[src/set_assoc_cache_fifo_hit_counter_assert.svh]
// Assertion macros shared by the cache modules.
// Each macro checks one implication at the rising edge of clk, with the
// check switched off while rst_n is low.
`ifndef SET_ASSOC_CACHE_FIFO_HIT_COUNTER_ASSERT_SVH
`define SET_ASSOC_CACHE_FIFO_HIT_COUNTER_ASSERT_SVH

// The consequence must hold in the same cycle as the condition.
`define SAC_ASSERT_SAME(lbl, cond, cons) \
  lbl: assert property (@(posedge clk) disable iff (!rst_n) (cond) |-> (cons)) \
    else $error("sac: same-cycle check failed");

// The consequence must hold in the cycle after the condition.
`define SAC_ASSERT_NEXT(lbl, cond, cons) \
  lbl: assert property (@(posedge clk) disable iff (!rst_n) (cond) |=> (cons)) \
    else $error("sac: next-cycle check failed");

`endif

[src/sac_pkg.sv]
`timescale 1ns / 1ps

package sac_pkg;

  localparam int ADDR_W    = 31;
  localparam int CNT_W     = 32;
  localparam int OUT_IDX_W = 2;
  localparam int DEF_SETS  = 4;
  localparam int DEF_WAYS  = 4;
  // Wide enough for any way number up to sixteen ways.
  localparam int MAX_WAY_W = 4;

  // Lookup response from the tag store to the top level.
  typedef struct packed {
    logic                 hit;
    logic [MAX_WAY_W-1:0] way;
  } tag_rsp_t;

endpackage

[src/set_assoc_cache_fifo_hit_counter.sv]
`timescale 1ns / 1ps

// Set-associative tag store with FIFO fill and saturating hit/miss totals.
// Each transaction on the in_ channel carries one 31-bit address. The address
// is compared with every stored word in all sets; on a miss it is written into
// set (address mod SETS) at that set's fill pointer, which then advances and
// wraps after the last way, so the oldest entry of the set is replaced.
// Each input transaction yields exactly one out_ transaction carrying the hit
// flag, the set index, the way filled (zero on a hit) and both running totals.
// The input register holds the address and its quotient by SETS, found by
// multiplying with a reciprocal of SETS; the lookup and tag update run on it
// and land in the output register. Throughput is one transaction per cycle
// while out_stall is low; all SETS x WAYS entries are compared combinationally.
// When the receiver raises out_stall the output register holds its result,
// the input register may still fill, and in_stall rises once both are full.
// Synchronous reset (rst_n low) clears all tags and fill pointers to zero,
// clears both totals and empties both registers. Since there are no valid
// bits, address zero hits on a cleared entry right after reset.

`include "set_assoc_cache_fifo_hit_counter_assert.svh"

module set_assoc_cache_fifo_hit_counter #(
  parameter int SETS = sac_pkg::DEF_SETS,
  parameter int WAYS = sac_pkg::DEF_WAYS
) (
  input  logic                          clk,
  input  logic                          rst_n,
  input  logic                          in_valid,
  output logic                          in_stall,
  input  logic [sac_pkg::ADDR_W-1:0]    in_address,
  output logic                          out_valid,
  input  logic                          out_stall,
  output logic                          out_hit,
  output logic [sac_pkg::OUT_IDX_W-1:0] out_set_index,
  output logic [sac_pkg::OUT_IDX_W-1:0] out_way_written,
  output logic [sac_pkg::CNT_W-1:0]     out_hit_total,
  output logic [sac_pkg::CNT_W-1:0]     out_miss_total
);

  localparam int SET_W  = $clog2(SETS);
  localparam int IDX_W  = (SET_W > sac_pkg::OUT_IDX_W) ? SET_W : sac_pkg::OUT_IDX_W;
  // Reciprocal of SETS, exact for every 31-bit address:
  // quotient = (address * RECIP) >> SHIFT.
  localparam int SHIFT   = sac_pkg::ADDR_W + SET_W;
  localparam int RECIP_W = sac_pkg::ADDR_W + 1;
  localparam int PROD_W  = sac_pkg::ADDR_W + RECIP_W;
  localparam longint unsigned RECIP_VAL =
    ((64'd1 << SHIFT) + 64'(SETS) - 64'd1) / 64'(SETS);
  localparam logic [RECIP_W-1:0] RECIP   = RECIP_W'(RECIP_VAL);
  localparam logic [SET_W-1:0]   SETS_LO = SET_W'(SETS);

  // Input register.
  logic                       s1_valid_r;
  logic [sac_pkg::ADDR_W-1:0] s1_addr_r;
  logic [SET_W-1:0]           s1_quo_r;

  // Output register and running totals.
  logic                          out_valid_r;
  logic                          out_hit_r;
  logic [sac_pkg::OUT_IDX_W-1:0] out_set_r;
  logic [sac_pkg::OUT_IDX_W-1:0] out_way_r;
  logic [sac_pkg::CNT_W-1:0]     hit_cnt_r;
  logic [sac_pkg::CNT_W-1:0]     miss_cnt_r;

  logic                      in_fire;
  logic                      proc_fire;
  logic                      s1_valid_nxt;
  logic [PROD_W-1:0]         prod;
  logic [PROD_W-1:0]         quo_full;
  logic [SET_W-1:0]          quo_times_sets;
  logic [SET_W-1:0]          set_idx;
  logic [IDX_W-1:0]          set_ext;
  sac_pkg::tag_rsp_t         rsp;
  logic [sac_pkg::CNT_W-1:0] hit_cnt_nxt;
  logic [sac_pkg::CNT_W-1:0] miss_cnt_nxt;

  // The lookup runs whenever the input register holds a transaction and the
  // output register is empty or is being emptied this cycle.
  assign proc_fire    = s1_valid_r && (!out_valid_r || !out_stall);
  assign in_stall     = s1_valid_r && !proc_fire;
  assign in_fire      = in_valid && !in_stall;
  assign s1_valid_nxt = in_fire || (s1_valid_r && !proc_fire);

  // Only the low bits of the quotient are kept; the remainder is below SETS,
  // so it is recovered exactly modulo 2^SET_W.
  assign prod     = PROD_W'(in_address) * PROD_W'(RECIP);
  assign quo_full = prod >> SHIFT;

  always_ff @(posedge clk) begin
    if (!rst_n) begin
      s1_valid_r <= 1'b0;
    end else begin
      s1_valid_r <= s1_valid_nxt;
    end
  end

  always_ff @(posedge clk) begin
    if (in_fire) begin
      s1_addr_r <= in_address;
      s1_quo_r  <= quo_full[SET_W-1:0];
    end
  end

  assign quo_times_sets = s1_quo_r * SETS_LO;
  assign set_idx        = s1_addr_r[SET_W-1:0] - quo_times_sets;
  assign set_ext        = IDX_W'(set_idx);

  sac_tag_store #(
    .SETS (SETS),
    .WAYS (WAYS)
  ) u_tag_store (
    .clk       (clk),
    .rst_n     (rst_n),
    .lookup_en (proc_fire),
    .addr      (s1_addr_r),
    .set_idx   (set_idx),
    .rsp       (rsp)
  );

  // Saturating totals: a counter at its maximum stays there.
  assign hit_cnt_nxt  = (&hit_cnt_r)  ? hit_cnt_r  : hit_cnt_r  + 1'b1;
  assign miss_cnt_nxt = (&miss_cnt_r) ? miss_cnt_r : miss_cnt_r + 1'b1;

  always_ff @(posedge clk) begin
    if (!rst_n) begin
      out_valid_r <= 1'b0;
      hit_cnt_r   <= '0;
      miss_cnt_r  <= '0;
    end else begin
      if (proc_fire) begin
        out_valid_r <= 1'b1;
        if (rsp.hit) begin
          hit_cnt_r <= hit_cnt_nxt;
        end else begin
          miss_cnt_r <= miss_cnt_nxt;
        end
      end else if (!out_stall) begin
        out_valid_r <= 1'b0;
      end
    end
  end

  always_ff @(posedge clk) begin
    if (proc_fire) begin
      out_hit_r <= rsp.hit;
      out_set_r <= set_ext[sac_pkg::OUT_IDX_W-1:0];
      out_way_r <= rsp.way[sac_pkg::OUT_IDX_W-1:0];
    end
  end

  assign out_valid       = out_valid_r;
  assign out_hit         = out_hit_r;
  assign out_set_index   = out_set_r;
  assign out_way_written = out_way_r;
  assign out_hit_total   = hit_cnt_r;
  assign out_miss_total  = miss_cnt_r;

  `SAC_ASSERT_SAME(a_stall_only_when_full, in_stall, s1_valid_r && out_valid_r)
  `SAC_ASSERT_NEXT(a_hit_keeps_miss_total, rst_n && proc_fire && rsp.hit,
                   miss_cnt_r == $past(miss_cnt_r))
  `SAC_ASSERT_NEXT(a_miss_keeps_hit_total, rst_n && proc_fire && !rsp.hit,
                   hit_cnt_r == $past(hit_cnt_r))
  `SAC_ASSERT_SAME(a_set_in_range, s1_valid_r, set_idx <= SET_W'(SETS - 1))

endmodule

[src/sac_tag_store.sv]
`timescale 1ns / 1ps

`include "set_assoc_cache_fifo_hit_counter_assert.svh"

module sac_tag_store #(
  parameter int SETS = sac_pkg::DEF_SETS,
  parameter int WAYS = sac_pkg::DEF_WAYS
) (
  input  logic                      clk,
  input  logic                      rst_n,
  input  logic                      lookup_en,
  input  logic [sac_pkg::ADDR_W-1:0] addr,
  input  logic [$clog2(SETS)-1:0]   set_idx,
  output sac_pkg::tag_rsp_t         rsp
);

  localparam int WAY_W = $clog2(WAYS);

  logic [sac_pkg::ADDR_W-1:0] tag_r [SETS][WAYS];
  logic [WAY_W-1:0]           ptr_r [SETS];

  logic             match;
  logic [WAY_W-1:0] cur_ptr;
  logic [WAY_W-1:0] ptr_nxt;

  // Every stored word is compared, in every set.
  always_comb begin
    match = 1'b0;
    for (int s = 0; s < SETS; s++) begin
      for (int w = 0; w < WAYS; w++) begin
        if (tag_r[s][w] == addr) begin
          match = 1'b1;
        end
      end
    end
  end

  assign cur_ptr = ptr_r[set_idx];
  assign ptr_nxt = (cur_ptr == WAY_W'(WAYS - 1)) ? '0 : cur_ptr + 1'b1;

  assign rsp.hit = match;
  assign rsp.way = match ? '0 : sac_pkg::MAX_WAY_W'(cur_ptr);

  always_ff @(posedge clk) begin
    if (!rst_n) begin
      for (int s = 0; s < SETS; s++) begin
        ptr_r[s] <= '0;
        for (int w = 0; w < WAYS; w++) begin
          tag_r[s][w] <= '0;
        end
      end
    end else if (lookup_en && !match) begin
      tag_r[set_idx][cur_ptr] <= addr;
      ptr_r[set_idx]          <= ptr_nxt;
    end
  end

  `SAC_ASSERT_SAME(a_ptr_in_range, lookup_en, cur_ptr <= WAY_W'(WAYS - 1))
  `SAC_ASSERT_SAME(a_way_zero_on_hit, lookup_en && match, rsp.way == '0)
  `SAC_ASSERT_NEXT(a_miss_stored, rst_n && lookup_en && !match,
                   tag_r[$past(set_idx)][$past(cur_ptr)] == $past(addr))

endmodule

[config.mk]
export PLATFORM = sky130hd
export DESIGN_NAME = set_assoc_cache_fifo_hit_counter
export DESIGN_NICKNAME = d
export VERILOG_FILES = /design/src/sac_pkg.sv /design/src/set_assoc_cache_fifo_hit_counter.sv /design/src/sac_tag_store.sv
export VERILOG_INCLUDE_DIRS = /design/src /design/src/src
export SDC_FILE = /design/constraint.sdc
export NUM_CORES = 1
export LEC_CHECK = 0
export BUFFER_PORTS_ARGS = -buffer_cell sky130_fd_sc_hd__buf_2
export CORE_ASPECT_RATIO = 0.75
export CORE_MARGIN = 8
export CORE_UTILIZATION = 39
export CTS_CLUSTER_SIZE = 16
export DETAILED_ROUTE_END_ITERATION = 10
export PLACE_DENSITY = 0.57
export REMOVE_ABC_BUFFERS = 1
export SETUP_SLACK_MARGIN = 0.02
export SLEW_MARGIN = 20
export SYNTH_ARGS = -nofsm -noshare
export SYNTH_HDL_FRONTEND = slang
export SYNTH_HIERARCHICAL = 1
export SYNTH_SLANG_ARGS = --single-unit
export TNS_END_PERCENT = 5
[constraint.sdc]
create_clock -name clk -period 7.12 [get_ports clk]
set_input_delay 0.712 -clock clk [delete_from_list [all_inputs] [get_ports clk]]
set_output_delay 0.712 -clock clk [all_outputs]
set_load 0.03 [all_outputs]
==> results_dict.tcl, run 1 <==
set metrics [dict create \
    final_cells 4009 \
    wirelength_um 95400 \
    start_util_pct 39.2 \
    cts_root_buf "clkbuf_16" \
    fillers 7617 \
    tritoncts "yes" \
    relSlewSlack_pct 22.8 \
    top_usage_layer "met2" \
    power_frac_clock_pct 40.4 \
    p_sw_share_pct 25.0 \
    dieArea_um2 91700 \
    cp-startpoint "s1_addr_r[3]$_DFFE_PP_" \
    critPathLaunchType "flop" \
    path_delay_family "simple AND/OR/NAND/NOR gates" \
    grt.overflow.total 0 \
    rsz0062_at_grt "no" \
    ant_nets 0 \
    pwr-share-comb_pct 9.1 \
    reg2reg_from "s1_addr_r[3]$_DFFE_PP_" \
    ios 106 \
    cts_sinks 606 \
    period_share_pct 83.0 \
    port_buffers 105 \
    avgSynthCellArea_um2 10.9 \
    hp-class "input port to flop" \
    cp_slowest_cell "edfxtp_1" \
    critPathCaptureType "flop" \
    p_int_w 0.00609 \
    crit_buf_inv 3 \
    postCtsHoldBufs 0 \
    routed-via-count 23100 \
    final_cell_mix "edfxtp_1, nor3_1, nand2_1" \
    final_common_cell "edfxtp_1" \
    grt_pass1_vias 22200 \
    wl_per_cell_um 23.8 \
    p_switching_w 0.00202 \
    multi_input_area_um2 13200 \
    reg2reg_slack_ps 1210 \
    post_cts_buffers 0 \
    drc 0 \
    fin_util_pct 43.2 \
    hpwlAfterDp_um 56800 \
    final_layout_size_suffix_gt1_share_pct 14.8 \
    nNetsFinal 2931 \
    regArea_um2 17500 \
    cts_buffer_depth 3 \
    status "completed" \
    setup_violations 0 \
    antenna_found_initial 0 \
    max-vdd-ir-drop_uv 153 \
    cp.required_ps 7420 \
    vias_per_cell 5.76 \
    grt_pass1_wl_um 144000 \
    crit_type "flop to flop" \
    skew_ps 29.2 \
    met3_usage_pct 2.98 \
    insertion_delay_ps 640 \
    track_usage_pct 20.0 \
    path_clk_slew_ps 60 \
    grt_max_degree 212 \
    drt_iter0_markers 2515 \
    crit_chain "buf_4, xor2_1, nor4_1, nand4_1, nor4_1, nor4_1, nand4_1, buf_12, o31ai_4, buf_4" \
    syn_to_final_growth_pct 10.2 \
    htree_levels 2 \
    dp.cells 3898 \
    gp_congestion 0.837 \
    yosysWarnings 6 \
    hp-start "in_address[9]" \
    row_count 91 \
    seqPwrFrac_pct 50.5 \
    slowest_delay_ps 1100 \
    finalSetupTns_ps 0 \
    cts_buffers 59 \
    cts_resized 0 \
    netlist_instances 2947 \
    hold_viol_final 0 \
    total_power_w 0.00811 \
    grt_use_met2_pct 30.5 \
    critPathMaxFanout 150 \
    p_leak_nw 12.0 \
    fin_crit_ps 5910 \
    die_w_um 347 \
    syn_area_um2 32100 \
    die_h_um 264 \
    fmax_mhz 169 \
    tightest_slew_ps 1160 \
    powerDensity_nw_per_um2 230 \
    maxCapViolations 0 \
    core_area_um2 81900 \
    worst_path_most_repeated_cell "nor4_1" \
    first_pass_iters 5 \
    maxSlewViolCount 0 \
    gr-usage-met1_pct 29.6 \
    critPathArrivalTime_ps 6210 \
]
==> final timing paths <==
path | end | depth (start not counted)
worst min register to register | out_miss_total[21]$_SDFFE_PN0P_ | 2
worst max register to register | u_tag_store/tag_r[0][28]$_SDFFCE_PN0P_ | 10
worst min-delay path | s1_addr_r[9]$_DFFE_PP_ | 1
worst max-delay path | u_tag_store/tag_r[0][28]$_SDFFCE_PN0P_ | 10
==> power groups by stage <==
stage,Combinational [W],Clock [W],Sequential [W]
floorplan,0.000366,0,0.00421
global placement,0.000722,0,0.00417
detailed placement,0.000726,0,0.00417
CTS,0.000730,0.00334,0.00410
global route,0.000778,0.00347,0.00411
finish,0.000737,0.00328,0.00410
==> through the flow <==
step | worst slack (ps) | cell area (um2) | hold slack [ps]
2_1_floorplan | -14320 | 30500 | 442
3_3_place_gp | 1540 | 33300 | 457
3_5_place_dp | 1460 | 33400 | 479
4_1_cts | 1420 | 35300 | 223
5_1_grt | 1150 | 35300 | 227
6_report | 1210 | 35300 | 254
==> per-layer routing <==
layer | part of all wire (%) | vias to the layer above
met5 | 0 | -
met1 | 45 | 11500
li1 | - | 10400
met2 | 44 | 1006
met3 | 8.5 | 124
met4 | 2.4 | 0
==> final cells by class <==
class / count / share of cell area, %
inverters: 13 / 0.177
well taps: 1069 / 3.79
clock buffers: 70 / 4.42
multi-input cells: 2020 / 37.3
repair buffers: 190 / 3.56
flip-flops and latches: 606 / 49.6
clock inverters: 39 / 1.15
diodes: 2 / 0.0142
==> flip-flops by register name, summed over array words and instances (netlist names) <==
signal,count
u_tag_store/ptr_r,8
out_hit,1
out_valid,1
out_set_index,2
s1_valid_r,1
out_hit_total,32
u_tag_store/tag_r,496
s1_addr_r,31
out_way_written,2
out_miss_total,32
Power figures use the tool's default switching activity.
==> run 2, diff against run 1 <==
--- a/config.mk
+++ b/config.mk
@@ -6,13 +6,14 @@
 export SDC_FILE = /design/constraint.sdc
 export NUM_CORES = 1
 export LEC_CHECK = 0
+export ABC_AREA = 1
 export BUFFER_PORTS_ARGS = -buffer_cell sky130_fd_sc_hd__buf_2
 export CORE_ASPECT_RATIO = 0.75
 export CORE_MARGIN = 8
 export CORE_UTILIZATION = 39
 export CTS_CLUSTER_SIZE = 16
 export DETAILED_ROUTE_END_ITERATION = 10
-export PLACE_DENSITY = 0.57
+export PLACE_DENSITY = 0.59
 export REMOVE_ABC_BUFFERS = 1
 export SETUP_SLACK_MARGIN = 0.02
 export SLEW_MARGIN = 20
==> constraint.sdc (replaced) <==
create_clock -name clk -period 4.82 [get_ports clk]
set_input_delay 0.482 -clock clk [delete_from_list [all_inputs] [get_ports clk]]
set_output_delay 0.482 -clock clk [all_outputs]
set_load 0.03 [all_outputs]
==> results_dict.tcl, run 2 <==
set metrics [dict create \
    reg2reg_slack_ps 280 \
    gp_congestion 0.928 \
    rsz0062_at_grt "no" \
    grt_use_met2_pct 28.3 \
    ios 106 \
    total_power_w 0.0124 \
    grt_max_degree 75 \
    grt.overflow.total 0 \
    reg2reg_from "s1_addr_r[21]$_DFFE_PP_" \
    ant_nets 0 \
    netlist_instances 3795 \
    hpwlAfterDp_um 68300 \
    period_share_pct 94.2 \
    insertion_delay_ps 620 \
    die_w_um 360 \
    first_pass_iters 5 \
    syn_to_final_growth_pct 10.4 \
    tritoncts "yes" \
    setup_violations 0 \
    fin_crit_ps 4540 \
    cts_sinks 606 \
    max_flop_register "u_tag_store/tag_r" \
    drc 0 \
    core_area_um2 87700 \
    critPathCaptureType "flop" \
    cts_resized 0 \
    vias_per_cell 5.03 \
    multi_input_area_um2 14200 \
    cts_root_buf "clkbuf_16" \
    wirelength_um 104000 \
    postCtsHoldBufs 0 \
    routed-via-count 25500 \
    avgSynthCellArea_um2 9.11 \
    maxCapViolations 0 \
    largest_reg_flops 496 \
    hold_path_end "s1_addr_r[24]$_DFFE_PP_" \
    post-route-cell-area_um2 38200 \
    final_common_cell "nand2_1" \
    finalSetupTns_ps 0 \
    hp-start "in_address[24]" \
    p_leak_nw 14.7 \
    final_layout_size_suffix_gt1_share_pct 16.9 \
    critPathMaxFanout 49 \
    row_count 94 \
    gr-usage-met1_pct 31.0 \
    hp-class "input port to flop" \
    skew_ps 26.4 \
    regArea_um2 17500 \
    drt_iter0_markers 2606 \
    antenna_found_initial 2 \
    final_cells 5065 \
    regToRegEndpoint "u_tag_store/tag_r[2][92]$_SDFFCE_PN0P_" \
    dp.cells 4945 \
    track_usage_pct 20.5 \
    reg2reg_depth 16 \
    cts_buffers 66 \
    top_usage_layer "met1" \
    dpl-instance-area_um2 36100 \
    htree_levels 3 \
    hold_viol_final 0 \
    grt_pass1_vias 23500 \
    start_util_pct 39.4 \
    port_buffers 105 \
    max-vdd-ir-drop_uv 266 \
    grt_pass1_wl_um 154000 \
    fmax_mhz 220 \
    whs_path_depth 1 \
    critPathLaunchType "flop" \
    post_cts_buffers 0 \
    fillers 8486 \
    maxSlewViolCount 0 \
    critPathArrivalTime_ps 4860 \
    die_h_um 274 \
    wl_per_cell_um 20.5 \
    powerDensity_nw_per_um2 324 \
    yosysWarnings 6 \
    path_clk_slew_ps 60 \
    cts_buffer_depth 3 \
    relSlewSlack_pct 26.9 \
    status "completed" \
    crit_type "flop to flop" \
    syn_area_um2 34600 \
    cp-startpoint "s1_addr_r[21]$_DFFE_PP_" \
    dieArea_um2 98500 \
    nNetsFinal 3902 \
    final_cell_mix "nand2_1, nor2_1, edfxtp_1" \
    cp.required_ps 5140 \
    tightest_slew_ps 1100 \
    met3_usage_pct 5.33 \
    fin_worst_hold_slack_ps 41.9 \
]
==> run 2: how the worst max path moves through the flow <==
| stage | endpoint | slack (ps) | cells past startpoint |
|---|---|---|---|
| 2_1_floorplan | u_tag_store/tag_r[0][100]$_SDFFCE_PN0P_ | -3650 | 14 |
| 3_3_place_gp | u_tag_store/tag_r[2][119]$_SDFFCE_PN0P_ | 370 | 16 |
| 3_5_place_dp | u_tag_store/tag_r[2][92]$_SDFFCE_PN0P_ | 370 | 16 |
| 4_1_cts | u_tag_store/tag_r[2][92]$_SDFFCE_PN0P_ | 340 | 16 |
| 5_1_grt | u_tag_store/tag_r[2][121]$_SDFFCE_PN0P_ | 30 | 16 |
| 6_report | u_tag_store/tag_r[2][92]$_SDFFCE_PN0P_ | 280 | 16 |
==> run 2: final cells by class <==
cell class                      count  share of cell area, %
Sequential cell                   606                   46.0
Timing Repair Buffer              229                   4.15
Multi-Input combinational cell   2588                   37.1
Clock inverter                     32                  0.580
Tap cell                         1152                   3.78
Clock buffer                       87                   4.73
Inverter                          370                   3.68
Antenna cell                        1                0.00656
==> run 2: where the power goes <==
part | total, W | switching [W] | internal (W)
Combinational | 0.00141 | 0.00102 | 0.000397
Clock | 0.00493 | 0.00214 | 0.00279
Sequential | 0.00601 | 0.000108 | 0.00590
Total | 0.0124 | 0.00326 | 0.00909
==> run 2: metrics by stage <==
stage / utilization (%) / setup WS, ps
finish: 43.5 / 282
global route: 43.5 / 26.3
CTS: 43.5 / 338
detailed placement: 41.2 / 368
global placement: 41.2 / 369
floorplan: - / -3650
==> run 2: critical path, stage by stage (launching register included) <==
cell      delay [ps]
edfxtp_1         840
inv_1            160
buf_4            260
nand2_1           80
nand2_1           50
nor2_1            90
nand4_1          380
nor2_1           270
nand2_1          190
nand2_1          140
nor2_1            50
nand2_1          130
nor2_4           100
nand4_4          140
buf_4            480
buf_4            690
nor3_1           100
==> run 2: per-layer routing <==
layer	vias up	wire length [um]
met1	12200	49500
met2	922	41300
met4	0	2890
met5	-	0
met3	141	10000
li1	12200	-
